$ cat config.mk
export PLATFORM = sky130hd
export DESIGN_NAME = html_markup_context_scanner_top
export DESIGN_NICKNAME = d
export VERILOG_FILES = /design/src/hdl/hcs_pkg.sv /design/src/hdl/hcs_step.sv /design/src/hdl/html_markup_context_scanner_top.sv
export VERILOG_INCLUDE_DIRS = /design/src /design/src/hdl
export SDC_FILE = /design/constraint.sdc
export NUM_CORES = 1
export LEC_CHECK = 0
export ABC_AREA = 1
export BUFFER_PORTS_ARGS = -buffer_cell sky130_fd_sc_hd__buf_4
export CORE_MARGIN = 3
export CORE_UTILIZATION = 59
export CTS_BUF_LIST = sky130_fd_sc_hd__clkbuf_8
export DETAILED_ROUTE_END_ITERATION = 10
export HOLD_SLACK_MARGIN = 0.12
export PLACE_DENSITY = 0.82
export SLEW_MARGIN = 5
export SYNTH_ARGS = -nofsm -noshare
export SYNTH_HDL_FRONTEND = slang
export SYNTH_SLANG_ARGS = --single-unit
$ cat constraint.sdc
create_clock -name clk -period 2.3 [get_ports clk]
set_input_delay 0.575 -clock clk [delete_from_list [all_inputs] [get_ports clk]]
set_output_delay 0.575 -clock clk [all_outputs]
set_load 0.05 [all_outputs]
$ cat src/hdl/assert_macros.svh
// Assertion macros for the RTL; they expect clk and rst in scope.
`ifndef ASSERT_MACROS_SVH
`define ASSERT_MACROS_SVH

// Same-cycle implication, reset masked.
`define ASSERT_IMPL(label, ante, cons) \
  label: assert property (@(posedge clk) disable iff (rst) (ante) |-> (cons)) \
    else $error("assertion failed: same-cycle implication");

// Next-cycle implication, reset masked.
`define ASSERT_NEXT(label, ante, cons) \
  label: assert property (@(posedge clk) disable iff (rst) (ante) |=> (cons)) \
    else $error("assertion failed: next-cycle implication");

`endif

$ cat src/hdl/hcs_pkg.sv
// Package for the HTML markup context scanner: context codes, byte codes, step result type, blank test.
package hcs_pkg;

  typedef logic [3:0] ctx_t;
  typedef logic [7:0] byte_t;

  localparam ctx_t CTX_INIT      = 4'd0;
  localparam ctx_t CTX_TEXT      = 4'd1;
  localparam ctx_t CTX_TAG       = 4'd2;
  localparam ctx_t CTX_OPEN      = 4'd3;
  localparam ctx_t CTX_BANG      = 4'd4;
  localparam ctx_t CTX_BANG_DASH = 4'd5;
  localparam ctx_t CTX_COMMENT   = 4'd6;
  localparam ctx_t CTX_CDASH     = 4'd7;
  localparam ctx_t CTX_CDASH2    = 4'd8;
  localparam ctx_t CTX_UNQ       = 4'd9;
  localparam ctx_t CTX_UNQ_ESC   = 4'd10;
  localparam ctx_t CTX_VSTART    = 4'd11;
  localparam ctx_t CTX_SQ        = 4'd12;
  localparam ctx_t CTX_SQ_ESC    = 4'd13;
  localparam ctx_t CTX_DQ        = 4'd14;
  localparam ctx_t CTX_DQ_ESC    = 4'd15;

  localparam byte_t CH_GT    = 8'h3E;
  localparam byte_t CH_LT    = 8'h3C;
  localparam byte_t CH_EQ    = 8'h3D;
  localparam byte_t CH_BANG  = 8'h21;
  localparam byte_t CH_DASH  = 8'h2D;
  localparam byte_t CH_SQUOT = 8'h27;
  localparam byte_t CH_DQUOT = 8'h22;
  localparam byte_t CH_BSL   = 8'h5C;
  localparam byte_t CH_SP    = 8'h20;
  localparam byte_t CH_HT    = 8'h09;
  localparam byte_t CH_LF    = 8'h0A;
  localparam byte_t CH_VT    = 8'h0B;
  localparam byte_t CH_FF    = 8'h0C;
  localparam byte_t CH_CR    = 8'h0D;

  typedef struct packed {
    logic mark;
    logic suppress;
    ctx_t ctx;
  } step_t;

  function automatic logic is_space(input byte_t c);
    return (c == CH_SP) || (c == CH_HT) || (c == CH_LF) || (c == CH_VT) ||
           (c == CH_FF) || (c == CH_CR);
  endfunction

endpackage

$ cat src/hdl/hcs_step.sv
// Next-context and pass-mark logic for one byte.
module hcs_step (
  input  hcs_pkg::ctx_t  ctx,
  input  logic           suppress,
  input  hcs_pkg::byte_t ch,
  output hcs_pkg::step_t res
);
  import hcs_pkg::*;

  ctx_t base;
  logic delim;

  always_comb begin
    res.mark     = ~suppress;
    res.suppress = suppress;
    res.ctx      = ctx;
    base         = ctx;
    delim        = 1'b0;
    unique case (ctx) inside
      CTX_INIT, CTX_TEXT: begin
        if (ch == CH_LT) begin
          res.suppress = 1'b1;
          res.ctx      = CTX_OPEN;
        end
      end
      CTX_TAG, CTX_OPEN, CTX_BANG, CTX_BANG_DASH: begin
        if (ch == CH_GT) begin
          res.ctx = CTX_TEXT;
        end else if (ch == CH_EQ) begin
          res.ctx = CTX_VSTART;
        end else if (ctx == CTX_OPEN) begin
          res.ctx = (ch == CH_BANG) ? CTX_BANG : CTX_TAG;
        end else if (ctx == CTX_BANG) begin
          res.ctx = (ch == CH_DASH) ? CTX_BANG_DASH : CTX_TAG;
        end else if (ctx == CTX_BANG_DASH) begin
          res.ctx = (ch == CH_DASH) ? CTX_COMMENT : CTX_TAG;
        end
      end
      CTX_COMMENT: begin
        if (ch == CH_DASH) res.ctx = CTX_CDASH;
      end
      CTX_CDASH: begin
        res.ctx = (ch == CH_DASH) ? CTX_CDASH2 : CTX_COMMENT;
      end
      CTX_CDASH2: begin
        if (ch == CH_GT) begin
          res.ctx = CTX_TEXT;
        end else if (ch != CH_DASH) begin
          res.ctx = CTX_COMMENT;
        end
      end
      CTX_UNQ, CTX_VSTART, CTX_SQ, CTX_DQ: begin
        res.mark     = 1'b1;
        res.suppress = 1'b0;
        if (ctx == CTX_VSTART) begin
          if (ch == CH_SQUOT) begin
            base = CTX_SQ;
          end else if (ch == CH_DQUOT) begin
            base = CTX_DQ;
          end else begin
            base = CTX_UNQ;
          end
        end
        // delimiter is judged on the context before the value start resolves
        if (ctx == CTX_SQ) begin
          delim = (ch == CH_SQUOT);
        end else if (ctx == CTX_DQ) begin
          delim = (ch == CH_DQUOT);
        end else begin
          delim = is_space(ch) || (ch == CH_GT);
        end
        if (ch == CH_BSL) begin
          res.ctx = ctx_t'(base + ctx_t'(1));
        end else if (delim) begin
          res.ctx = CTX_TAG;
        end else begin
          res.ctx = base;
        end
      end
      CTX_UNQ_ESC: res.ctx = CTX_UNQ;
      CTX_SQ_ESC:  res.ctx = CTX_SQ;
      CTX_DQ_ESC:  res.ctx = CTX_DQ;
    endcase
  end

endmodule

$ cat src/hdl/html_markup_context_scanner_top.sv
// Top level of the HTML markup context scanner: input register, context state, result register.
//
// Usage:
//   Input channel: in_valid / in_stall carry one HTML byte (char_byte) per item.
//   Output channel: out_valid / out_stall carry one result item per byte:
//     pass_mark (byte is significant) and context_after (context code after it).
//   An item moves on a rising edge with valid high and stall low.
// Path: an accepted byte is shown on the output after a two-register path
//   (input register, then result register).
// Throughput: one item per cycle while out_stall is low; the 4-bit context
//   and suppress flag are updated by a single combinational step as the
//   item moves into the result register, so consecutive bytes flow without a gap.
// Stall: when out_stall holds a waiting result, the input register still
//   takes one more item; in_stall rises only when both registers are full
//   and the output is stalled.
// Reset (rst, synchronous, active high): both registers empty, context set
//   to the initial code, suppress flag set.
module html_markup_context_scanner_top (
  input  logic           clk,
  input  logic           rst,
  input  logic           in_valid,
  output logic           in_stall,
  input  hcs_pkg::byte_t char_byte,
  output logic           out_valid,
  input  logic           out_stall,
  output logic           pass_mark,
  output hcs_pkg::ctx_t  context_after
);
  import hcs_pkg::*;
  `include "assert_macros.svh"

  // input register
  logic  hold_valid;
  byte_t hold_byte;

  // scanner state
  ctx_t  ctx_code;
  logic  suppress_flag;

  step_t step_res;
  logic  advance;

  hcs_step u_step (
    .ctx      (ctx_code),
    .suppress (suppress_flag),
    .ch       (hold_byte),
    .res      (step_res)
  );

  // held item moves to the result register when that register is free or draining
  assign advance  = hold_valid && (!out_valid || !out_stall);
  assign in_stall = hold_valid && out_valid && out_stall;

  always_ff @(posedge clk) begin
    if (rst) begin
      hold_valid <= 1'b0;
    end else if (!in_stall) begin
      hold_valid <= in_valid;
    end
  end

  always_ff @(posedge clk) begin
    if (in_valid && !in_stall) begin
      hold_byte <= char_byte;
    end
  end

  always_ff @(posedge clk) begin
    if (rst) begin
      ctx_code      <= CTX_INIT;
      suppress_flag <= 1'b1;
    end else if (advance) begin
      ctx_code      <= step_res.ctx;
      suppress_flag <= step_res.suppress;
    end
  end

  always_ff @(posedge clk) begin
    if (rst) begin
      out_valid <= 1'b0;
    end else if (advance) begin
      out_valid <= 1'b1;
    end else if (!out_stall) begin
      out_valid <= 1'b0;
    end
  end

  always_ff @(posedge clk) begin
    if (advance) begin
      pass_mark     <= step_res.mark;
      context_after <= step_res.ctx;
    end
  end

  // a shown result always carries the current context
  `ASSERT_IMPL(a_ctx_match, out_valid, context_after == ctx_code)
  // the initial context is never re-entered once left
  `ASSERT_NEXT(a_init_once, ctx_code != CTX_INIT, ctx_code != CTX_INIT)
  // value and escape contexts are reached only through value handling
  `ASSERT_IMPL(a_value_unsuppressed,
    ctx_code == CTX_UNQ || ctx_code == CTX_UNQ_ESC || ctx_code == CTX_SQ ||
    ctx_code == CTX_SQ_ESC || ctx_code == CTX_DQ || ctx_code == CTX_DQ_ESC,
    !suppress_flag)
  // a moved item shows up on the output next cycle
  `ASSERT_NEXT(a_advance_shows, advance, out_valid)

endmodule

* Yosys cells after proc, flatten, opt, wreduce, memory -nomap -nowiden
Index checks and enable logic that the tools add are counted.
** Word-level totals
- Register bits after elaboration :: 20
- Word-level logic and storage cells :: 87
** Operators by class
- Reduce and logical (&&, ||, !) cells :: 20
- Muxes and demuxes :: 26
- Bitwise logic cells :: 1
- $add $sub $neg :: 1
- Equality and inequality tests :: 32
** Operator list (number)
- $eq 8x6->1 const B :: 8
- $mux 4 :: 14
- $eq 8x4->1 const B :: 5
- $pmux 4 s9 :: 1
- $eq 4x4->1 const B :: 8
- $eq 4x3->1 const B :: 4
- $mux 3 :: 4
- $eq 4x2->1 const B :: 2
- $eq 8x7->1 const B :: 1
- $ne 8x6->1 const B :: 1
- $reduce_or 4->1 :: 2
- $logic_or 1x1->1 :: 7
- $mux 1 :: 5
- $mux 5 :: 1
- $add 4x1->4 const B :: 1
- $eq 4x1->1 const B :: 1
- $logic_and 1x1->1 :: 4
- $logic_not 4->1 :: 1
- $ne 2x1->1 const B :: 2
- $logic_not 1->1 :: 3
- $reduce_and 3->1 :: 1
- $pmux 1 s2 :: 1
- $reduce_bool 2->1 :: 1
- $reduce_or 2->1 :: 1
- $not 1->1 :: 1

* Depth between registers and ports, before layout
Gate-level depths: netlist of the first run.
- Depth in word-level cells :: 13
- Depth in mapped cells :: 14

* By module
Synthesis of the first run repeated with hierarchy kept, for this count alone.
** Second synthesis, totals
- Cell total of the unflattened synthesis :: 201
- Area total of the unflattened synthesis :: 1433.9 sq um
** By module, submodules not included
- html_markup_context_scanner_top :: area an instance 721.9 sq um, seq. area each 530.5 sq um, times used 1, cells an instance 56
- hcs_step :: area an instance 711.9 sq um, seq. area each 0.0 sq um, times used 1, cells an instance 145

* Least setup slack after synthesis of the first run
Ideal clock, no wire load.
- Path kind :: register to register
- From :: register out_valid
- To :: register hold_byte[0], enable pin
- Arrival :: 1817 ps
- Setup slack :: 210 ps
- Data required time :: 2027 ps
- Library setup time :: 273 ps
- Period minus slack after synthesis :: 2090 ps
- Cell stages (with the launch flop) :: 6
- Path through :: dfxtp_1 > nand2_1 > nor2_1 > inv_1 > nand2_1 > inv_1
** Between the ends
- Cells in the longest elaborated chain, start to end :: 4
** Ends and longest elaborated chain
- start: declaration :: line html_markup_context_scanner_top.sv:24 : output logic out_valid,
- start signal: assignment :: line html_markup_context_scanner_top.sv:80 : out_valid <= 1'b0;
- start signal: assignment :: line html_markup_context_scanner_top.sv:82 : out_valid <= 1'b1;
- start signal: assignment :: line html_markup_context_scanner_top.sv:84 : out_valid <= 1'b0;
- $logic_and 1x1->1 (2 in a row) :: line html_markup_context_scanner_top.sv:52 : assign in_stall = hold_valid && out_valid && out_stall;
- named net in_stall :: line html_markup_context_scanner_top.sv:22 : output logic in_stall,
- $logic_not 1->1 :: line html_markup_context_scanner_top.sv:63 : if (in_valid && !in_stall) begin
- $logic_and 1x1->1 :: line html_markup_context_scanner_top.sv:63
- end signal: assignment :: line html_markup_context_scanner_top.sv:64 : hold_byte <= char_byte;
- end: declaration :: line html_markup_context_scanner_top.sv:34 : byte_t hold_byte;
The timed path passes the listed nets, and every way through them passes these cells.
A chain may end at the register's enable or synchronous reset.

==> results of run 1 <==
[registers in the layout, indices dropped and copies added, names as in the netlist]
register and flops:
context_after 4, ctx_code 4, hold_byte 8, hold_valid 1, out_valid 1, pass_mark 1, suppress_flag 1
[metrics by stage]
stage	hold slack (ns)	power, mW	utilization [%]
floorplan	0.442	0.563	-
global placement	0.455	0.615	75.5
detailed placement	0.463	0.620	75.5
CTS	0.480	0.881	78.1
global route	0.480	0.922	78.1
finish	0.478	0.883	78.1
[synth_stat cells (all sizes together)]
cell type	number
nand3	20
nor3	3
ha	1
nand4	5
nand2	56
o22ai	1
buf	1
o31ai	1
inv	34
nor2	34
nor4	1
xor2	1
edfxtp	13
a21oi	12
o21ai	8
dfxtp	7
[layer usage]
metal,routed length [um],track usage [%],up-vias
li1,-,-,690
met1,1380,34.9,625
met2,1570,42.4,66
met3,280,5.72,4
met4,19,4.56,0
met5,0,0,-
[power by group]
part,switching [mW],internal [mW]
registers,0.0192,0.407
clock network,0.114,0.152
logic,0.125,0.0650
total,0.259,0.625
[how the worst max path moves through the flow]
stage | from | end | cells after the start
after floorplan | out_valid | hold_byte[0] | 5
after global placement | hold_byte[0] | context_after[1] | 11
after detailed placement | hold_byte[4] | context_after[1] | 11
after CTS | hold_byte[4] | context_after[1] | 11
after global routing | hold_byte[4] | context_after[1] | 11
final | hold_byte[4] | context_after[1] | 11
[area by class of cell]
type	count	area [um^2]	area share, %
Multi-Input combinational cell	143	717	44.1
Sequential cell	20	531	32.6
Timing Repair Buffer	21	158	9.69
Inverter	34	133	8.15
Clock buffer	4	55.1	3.38
Tap cell	27	33.8	2.08
[kinds of logic after synthesis]
| group | synth area share (%) |
|---|---|
| AND/OR/NAND/NOR | 40.3 |
| buffers and inverters | 10.1 |
| AO/OA/AOI/OAI | 9.83 |
| flip-flops | 38.2 |
| XOR/XNOR | 0.631 |
| adder cells (fa/ha/maj) | 0.902 |
[cells in the final DEF, fill, tap and decap left out]
master / count
nand2_2: 7
nand3_2: 1
nor3_1: 2
inv_1: 29
o21ai_1: 1
ha_1: 1
nand3_1: 19
a21oi_2: 2
a21oi_1: 10
dfxtp_1: 7
o31ai_1: 1
nor2_2: 2
inv_2: 4
o21ai_0: 3
xor2_1: 1
inv_6: 1
nor2_4: 3
nor4_1: 1
nor3_4: 1
clkbuf_8: 4
nand2_1: 48
nor2_1: 29
o21ai_2: 4
nand4_1: 5
buf_4: 21
nand2_4: 1
o22ai_1: 1
edfxtp_1: 13
==> results.py, run 1 <==
metrics = {
    "outcome": {
        "outcome": "complete, no violations",
    },
    "synth": {
        "synth_warnings": 0,
        "ys_seq_area_share_pct": 38.2,
        "synth_area_leaders": "edfxtp_1 28%, nand2_1 13%, dfxtp_1 10%",
        "synth_cell_type_count": 27,
        "yosys.area.top_type": "edfxtp_1",
        "yosysTopAreaCellShare_pct": 28.1,
        "ys_ff_latch": 20,
        "syn-num-nets": 211,
        "syn-instance-count": 198,
        "postSynthAreaPerCell_um2": 7.01,
        "synth_area_um2": 1390,
    },
    "setup_path": {
        "crit_path_end_kind": "flop",
        "worstPathMaxFanout": 7,
        "cp_data_arrival_time_ns": 2.10,
        "r2r-start": "hold_byte[4]",
        "cpPeakStageDelay_ns": 0.45,
        "path_buf_inv": 2,
        "worstSetupPathType": "flop to flop",
        "slowest_stage": "edfxtp_1",
        "cp_cell_sequence": "inv_1 -> nand2_2 -> nor2_4 -> nand2_2 -> nand3_2 -> nand2_2 -> ha_1 -> o31ai_1 -> inv_1 -> nand2_1 -> nand3_1",
        "r2r_end": "context_after[1]",
        "critPathLaunchType": "flop",
        "critPathRequiredTime_ns": 2.30,
        "reg2reg_depth": 11,
        "rrSetupSlack_ns": 0.20,
        "cp_common_cell": "nand2_2",
        "cp_top_family": "simple AND/OR/NAND/NOR gates",
    },
    "clocking": {
        "cts_made_buffers": 3,
        "htree_levels": 1,
        "cts_tree": "yes",
        "path_clk_slew_ns": 0.08,
        "clkSinkCount": 20,
        "clk_latency_ns": 0.26,
        "cts_hold_buf": 0,
        "clock_path_buffers": 2,
        "clock-root-buffer": "clkbuf_8",
        "cts_setup_buffers": 0,
        "cts.repair.resized": 0,
    },
    "floorplan": {
        "core-area_um2": 2080,
        "rows": 16,
        "pin_count": 19,
        "die_h_um": 54.5,
        "die_area_um2": 2970,
        "die_w_um": 54.5,
        "start_util_pct": 66.6,
    },
    "power": {
        "power.density_nw_per_um2": 543,
        "leakage_nw": 0.789,
        "ir_drop_mv": 0.535,
    },
    "routing": {
        "drt_pass1_iterations": 4,
        "dr.first_iter.drc_count": 79,
        "drcViolationCount": 0,
        "ant_nets": 0,
        "viasPerCell": 5.56,
        "wirelength_mm": 3.25,
        "wl_per_cell_um": 13.0,
        "vias": 1385,
    },
    "global_route": {
        "grt_pass1_vias": 1247,
        "grt_pass1_wl_mm": 5.48,
        "grt.overflow.total": 0,
        "grt_max_degree": 12,
        "grt_use_total_pct": 25.8,
        "antenna_found_initial": 0,
    },
    "timing": {
        "slew_headroom_pct": 65.6,
        "final-hold-violation-count": 0,
        "worst_slack_ns": 0.199,
        "finalCritPeriodShare_pct": 91.4,
        "rsz0062_at_grt": "false",
        "setup_viol": 0,
        "maxClockFrequency_mhz": 476,
        "slew_viol_final": 0,
        "tns_ns": 0,
        "fin_skew_ns": 0.00594,
        "fin_crit_ns": 2.10,
        "worst_slew_pin_slew_ns": 0.514,
    },
    "run": {
        "drv_cap": 0,
    },
    "finish": {
        "area_delta_synth_final_pct": 17.2,
        "layout-drive-gt1-share_pct": 23.0,
        "nFillCells": 148,
        "fin_cells": 249,
        "fin_nets": 236,
        "fin_area_um2": 1630,
        "n_antenna_cell": 0,
    },
    "placed_design": {
        "gp_congestion": 0.891,
        "pre_cts_slack_ns": 0.260,
        "dpl.hpwl_mm": 2.53,
        "dpl-instance-area_um2": 1570,
        "io_buffer_count": 18,
        "dp_cells": 245,
    },
    "min_path": {
        "holdPathEnd": "pass_mark",
        "hp-class": "flop to flop",
        "min_from": "suppress_flag",
        "hold_depth": 1,
    },
}
(Power assumes the default switching activity.)
==> run 2, diff against run 1 <==
--- a/config.mk
+++ b/config.mk
@@ -7,7 +7,7 @@
 export NUM_CORES = 1
 export LEC_CHECK = 0
 export ABC_AREA = 1
-export BUFFER_PORTS_ARGS = -buffer_cell sky130_fd_sc_hd__buf_4
+export BUFFER_PORTS_ARGS = -buffer_cell sky130_fd_sc_hd__buf_2
 export CORE_MARGIN = 3
 export CORE_UTILIZATION = 59
 export CTS_BUF_LIST = sky130_fd_sc_hd__clkbuf_8
==> run 2 against run 1 <==
Via count decreased by 2.8%. Total power decreased by 5.1%. Cell count unchanged. Global-route usage decreased by 0.66 points. Combinational power decreased by 5%. Non-clock buffer count unchanged. Design area decreased by 3.4%. Critical endpoint unchanged. Fmax increased by 1.5%. Clock power decreased by 13%. Routed wire length decreased by 2.5%. Critical path depth unchanged. Clock skew increased by 0.0055 ns. Critical path type unchanged.
==> results.py, run 2 (synthesized netlist as in run 1, its figures left out) <==
metrics = {
    "finish": {
        "regMostFlops": "hold_byte",
        "n_antenna_cell": 0,
        "fin_area_um2": 1570,
        "largest_register_ff_count": 8,
        "fin_nets": 236,
        "multiInputGateArea_um2": 717,
        "area_delta_synth_final_pct": 13.3,
        "layout-drive-gt1-share_pct": 22.5,
        "layout_commonest_cell": "nand2_1",
        "regArea_um2": 531,
        "post-route-util_pct": 75.5,
        "top_regs": "hold_byte: 8 flops, context_after: 4 flops, ctx_code: 4 flops",
        "mostFrequentLayoutCells": "48 x nand2_1, 30 x inv_1, 29 x nor2_1",
        "nFillCells": 165,
    },
    "min_path": {
        "hp-class": "flop to flop",
        "holdPathEnd": "pass_mark",
        "hold_depth": 1,
        "min_from": "suppress_flag",
    },
    "setup_path": {
        "critPathRequiredTime_ns": 2.31,
        "r2r-start": "hold_byte[4]",
        "reg2reg_depth": 11,
        "path_buf_inv": 2,
        "worstPathMaxFanout": 7,
        "cp_data_arrival_time_ns": 2.08,
        "critPathLaunchType": "flop",
        "slowest_stage": "edfxtp_1",
        "rrSetupSlack_ns": 0.23,
        "cp_top_family": "simple AND/OR/NAND/NOR gates",
        "r2r_end": "context_after[1]",
        "cp_common_cell": "nand2_2",
        "crit_path_end_kind": "flop",
        "worstSetupPathType": "flop to flop",
        "cp_cell_sequence": "inv_1 -> nand2_2 -> nor2_4 -> nand2_2 -> nand3_2 -> nand2_2 -> ha_1 -> o31ai_1 -> inv_1 -> nand2_1 -> nand3_1",
        "cpPeakStageDelay_ns": 0.46,
    },
    "power": {
        "leakage_nw": 0.774,
        "clock_power_share_pct": 27.6,
        "intPower_mw": 0.582,
        "ir_drop_mv": 0.558,
        "power.density_nw_per_um2": 533,
        "p_sw_share_pct": 30.6,
        "power.switching_mw": 0.256,
        "power_frac_seq_pct": 50.9,
        "pwr-share-comb_pct": 21.6,
    },
    "placed_design": {
        "pre_cts_slack_ns": 0.281,
        "io_buffer_count": 18,
        "dpl.hpwl_mm": 2.46,
        "dpl-instance-area_um2": 1530,
        "gp_congestion": 0.883,
    },
    "timing": {
        "worst_slew_pin_slew_ns": 0.540,
        "rsz0062_at_grt": "false",
        "final-hold-violation-count": 0,
        "fin_crit_ns": 2.07,
        "slew_viol_final": 0,
        "fin_skew_ns": 0.0115,
        "slew_headroom_pct": 63.8,
        "worst_slack_ns": 0.229,
        "maxClockFrequency_mhz": 483,
        "setup_viol": 0,
        "timing.hold.ws_ns": 0.477,
        "finalCritPeriodShare_pct": 90.0,
        "tns_ns": 0,
    },
    "global_route": {
        "grt.overflow.total": 0,
        "grt_max_degree": 12,
        "grt_use_total_pct": 25.1,
        "grt_pass1_vias": 1249,
        "antenna_found_initial": 0,
        "grt_pass1_wl_mm": 5.38,
    },
    "run": {
        "drv_cap": 0,
    },
    "clocking": {
        "clock-root-buffer": "clkbuf_8",
        "cts_tree": "yes",
        "clkSinkCount": 20,
        "cts_made_buffers": 3,
        "clock_path_buffers": 2,
        "htree_levels": 1,
        "path_clk_slew_ns": 0.08,
        "cts.repair.resized": 0,
        "clk_latency_ns": 0.26,
        "cts_setup_buffers": 0,
        "cts_hold_buf": 0,
    },
    "routing": {
        "ant_nets": 0,
        "dr.first_iter.drc_count": 72,
        "wl_per_cell_um": 12.7,
        "wirelength_mm": 3.17,
        "drcViolationCount": 0,
        "drt_pass1_iterations": 4,
        "viasPerCell": 5.41,
        "vias": 1346,
    },
    "floorplan": {
        "die_h_um": 54.5,
        "core-area_um2": 2080,
        "rows": 16,
        "pin_count": 19,
        "start_util_pct": 66.6,
        "die_area_um2": 2970,
        "die_w_um": 54.5,
    },
    "outcome": {
        "outcome": "complete, no violations",
    },
}
[run 2: cell count changes in the layout (fill, tap and decap cells not counted), sizes merged]
| cell | before | now |
|---|---|---|
| inv | 34 | 35 |
| clkbuf | 4 | 3 |
[run 2: metrics by stage]
| stage | cells | power (mW) |
|---|---|---|
| 3_3_place_gp | 245 | 0.605 |
| 2_1_floorplan | 198 | 0.563 |
| 3_5_place_dp | 245 | 0.611 |
| 6_report | 249 | 0.838 |
| 4_1_cts | 249 | 0.836 |
| 5_1_grt | 249 | 0.874 |
[run 2: worst max path at each step]
stage	depth (start not counted)	startpoint	endpoint	slack [ns]
after global routing	13	hold_byte[4]	ctx_code[1]	0.09
final	11	hold_byte[4]	context_after[1]	0.23
after global placement	11	hold_byte[0]	context_after[1]	0.32
after floorplan	5	out_valid	hold_byte[0]	0.21
after CTS	11	hold_byte[0]	context_after[1]	0.26
after detailed placement	11	hold_byte[4]	context_after[1]	0.28
[run 2: final cells by class]
cell class | instances | share of cell area (%)
inverter | 34 | 8.44
timing repair buffer | 21 | 7.17
clock inverter | 1 | 0.239
clock buffer | 3 | 2.63
multi-input combinational | 143 | 45.6
tap | 27 | 2.15
sequential | 20 | 33.8
[run 2: routing by layer]
layer / GRT usage, % / routed length (um) / vias up
li1: - / - / 684
met1: 33.2 / 1390 / 592
met2: 40.4 / 1480 / 64
met3: 5.72 / 256 / 6
met4: 8.30 / 42 / 0
met5: 0 / 0 / -
[run 2: power by group through the flow]
stage          Combinational [mW]  Sequential [mW]  Clock [mW]
6_report                    0.181            0.426       0.231
5_1_grt                     0.200            0.429       0.244
2_1_floorplan               0.109            0.454           0
3_5_place_dp                0.177            0.434           0
3_3_place_gp                0.173            0.432           0
4_1_cts                     0.179            0.426       0.230
==> run 3, diff against run 2 <==
--- a/config.mk
+++ b/config.mk
@@ -13,8 +13,9 @@
 export CTS_BUF_LIST = sky130_fd_sc_hd__clkbuf_8
 export DETAILED_ROUTE_END_ITERATION = 10
 export HOLD_SLACK_MARGIN = 0.12
-export PLACE_DENSITY = 0.82
+export PLACE_DENSITY = 0.81
 export SLEW_MARGIN = 5
 export SYNTH_ARGS = -nofsm -noshare
 export SYNTH_HDL_FRONTEND = slang
+export SYNTH_HIERARCHICAL = 1
 export SYNTH_SLANG_ARGS = --single-unit
==> run 3 against run 2 <==
Clock skew shrank 0.0083 ns. Cell count grew 1.2%. Non-clock buffer count grew 1. Fmax grew 1.1%. Synthesized cell count grew 1.5%. Die area grew 3.0%. Setup slack gained 0.022 ns. Routed wire length grew 2.1%. Largest power group unchanged. First-iteration DRC count grew 17%. Hold slack gained 0.0075 ns. Area after synthesis grew 3.3%. Total power grew 1.9%.
==> results.py, run 3 <==
metrics = {
    "outcome": {
        "outcome": "complete, no violations",
    },
    "floorplan": {
        "die_h_um": 55.3,
        "start_util_pct": 63.6,
        "pin_count": 19,
        "die_area_um2": 3060,
        "rows": 17,
        "core-area_um2": 2250,
        "die_w_um": 55.3,
    },
    "clocking": {
        "cts_tree": "yes",
        "clk_latency_ns": 0.26,
        "clkSinkCount": 20,
        "clock-root-buffer": "clkbuf_8",
        "cts.repair.resized": 0,
        "htree_levels": 1,
        "cts_made_buffers": 3,
        "cts_hold_buf": 0,
        "cts_setup_buffers": 0,
        "path_clk_slew_ns": 0.07,
        "clock_path_buffers": 2,
    },
    "synth": {
        "synth_cell_type_count": 30,
        "yosysTopAreaCellShare_pct": 27.2,
        "synth_area_um2": 1430,
        "syn-num-nets": 214,
        "synth_warnings": 6,
        "ys_ff_latch": 20,
        "yosysMostFrequentCell": "nand2_1",
        "syn-instance-count": 201,
        "ys_seq_area_share_pct": 37.0,
        "yosys.area.top_type": "edfxtp_1",
        "synth_edf_count": 13,
        "ys_top_cells_by_count": "50 x nand2_1, 28 x nor2_1, 24 x inv_1, 14 x nand3_1, 13 x edfxtp_1",
        "ys.flop_type": "edfxtp_1",
        "postSynthAreaPerCell_um2": 7.13,
        "synth_area_leaders": "edfxtp_1 27%, nand2_1 13%, dfxtp_1 9.8%",
        "ys_async_sr_fraction_pct": 0,
    },
    "routing": {
        "drt_pass1_iterations": 5,
        "ant_nets": 0,
        "drcViolationCount": 0,
        "wl_per_cell_um": 12.8,
        "wirelength_mm": 3.24,
        "vias": 1377,
        "dr.first_iter.drc_count": 84,
        "viasPerCell": 5.46,
    },
    "power": {
        "ir_drop_mv": 0.476,
        "power.density_nw_per_um2": 533,
        "leakage_nw": 0.772,
    },
    "finish": {
        "layout_commonest_cell": "nand2_1",
        "regMostFlops": "hold_byte",
        "nFillCells": 193,
        "fin_cells": 252,
        "mostFrequentLayoutCells": "50 x nand2_1, 28 x nor2_1, 24 x inv_1",
        "area_delta_synth_final_pct": 11.7,
        "layout-drive-gt1-share_pct": 25.9,
        "largest_register_ff_count": 8,
        "fin_nets": 238,
        "n_antenna_cell": 0,
        "multiInputGateArea_um2": 752,
        "regArea_um2": 531,
        "top_regs": "hold_byte: 8 flops, context_after: 4 flops, ctx_code: 4 flops",
    },
    "timing": {
        "fin_skew_ns": 0.00314,
        "setup_viol": 0,
        "finalCritPeriodShare_pct": 89.1,
        "fin_crit_ns": 2.05,
        "final-hold-violation-count": 0,
        "worst_slew_pin_slew_ns": 0.426,
        "slew_headroom_pct": 71.3,
        "tns_ns": 0,
        "timing.hold.ws_ns": 0.484,
        "maxClockFrequency_mhz": 488,
        "rsz0062_at_grt": "false",
        "slew_viol_final": 0,
    },
    "global_route": {
        "grt_use_total_pct": 21.3,
        "grt_pass1_vias": 1235,
        "grt_pass1_wl_mm": 5.28,
        "grt.overflow.total": 0,
        "antenna_found_initial": 0,
        "grt_max_degree": 12,
    },
    "placed_design": {
        "gp_congestion": 0.893,
        "io_buffer_count": 18,
        "dpl.hpwl_mm": 2.66,
        "dp_cells": 248,
    },
    "setup_path": {
        "path_buf_inv": 3,
        "cp_data_arrival_time_ns": 2.21,
        "worstSetupPathType": "flop to flop",
        "critPathLaunchType": "flop",
        "cp_top_family": "simple AND/OR/NAND/NOR gates",
        "cp_common_cell": "nand2_1",
        "rrSetupSlack_ns": 0.25,
        "crit_path_end_kind": "flop",
        "cp_cell_sequence": "nand2_1 -> nor2_4 -> nand2_1 -> nand2_1 -> inv_1 -> ha_1 -> o21ai_0 -> inv_1 -> nand2_1 -> nand3_1 -> inv_1 -> nand3_2 -> nand2_1 -> nor2_1",
        "cpPeakStageDelay_ns": 0.48,
        "worstPathMaxFanout": 7,
        "critPathRequiredTime_ns": 2.46,
        "slowest_stage": "dfxtp_1",
    },
    "run": {
        "drv_cap": 0,
    },
    "min_path": {
        "hp-class": "flop to flop",
    },
}
run 3: cell types whose count changed after synthesis, sizes merged, moves of 2 or more:
cell    previous run  this run
nand3             20        22
inv               34        29
a21oi             12         9
clkinv             0         2
a31oi              0         2
nand2             56        60
nand4              5         2
run 3: final timing paths:
path | end | depth (start not counted) | startpoint
worst max-delay path | ctx_code[1] | 14 | ctx_code[1]
worst min-delay path | suppress_flag | 2 | suppress_flag
worst max register to register | ctx_code[1] | 14 | ctx_code[1]
worst min register to register | suppress_flag | 2 | suppress_flag
run 3: layer usage:
layer / up-vias / part of all wire [%] / GRT usage [%]
li1: 689 / - / -
met1: 620 / 42 / 26.7
met2: 64 / 50 / 37.0
met3: 4 / 7.2 / 3.50
met4: 0 / 0.87 / 6.60
met5: - / 0 / 0
run 3: tightest hold or removal path, cell delays in order (launching register included):
cell and delay, ns:
dfxtp_1 0.34, nand2_1 0.06, nand3_1 0.05
run 3: area by class of cell:
| type | instances | share of cell area [%] |
|---|---|---|
| flip-flops and latches | 20 | 33.1 |
| multi-input cells | 147 | 47.0 |
| clock buffers | 3 | 2.58 |
| repair buffers | 22 | 7.50 |
| clock inverters | 1 | 0.234 |
| well taps | 28 | 2.19 |
| inverters | 31 | 7.42 |
run 3: where the power goes:
group          leakage (nW)  internal (mW)  switching (mW)  total (mW)
clock                0.0231          0.119           0.111       0.229
combinational         0.565         0.0634           0.136       0.200
sequential            0.184          0.409          0.0160       0.425
run 3: cell families (layout without fill, tap and decap cells):
group | after synthesis | after routing | synth area share (%)
simple gates | 123 | 123 | 42.3
buf+inv | 34 | 57 | 10.6
compound gates | 22 | 22 | 8.64
flops | 20 | 20 | 37.0
fa+ha+maj | 1 | 1 | 0.872
xor+xnor | 1 | 1 | 0.611
run 3: through the flow:
step | cell area [um^2] | setup WS [ns] | power [mW] | utilization (%)
final | 1600 | 0.251 | 0.854 | 71.0
after global routing | 1600 | 0.0626 | 0.893 | 71.0
after CTS | 1600 | 0.245 | 0.855 | 71.0
after detailed placement | 1560 | 0.234 | 0.630 | 69.0
after global placement | 1560 | 0.339 | 0.624 | 69.0
after floorplan | 1430 | 0.467 | 0.580 | -
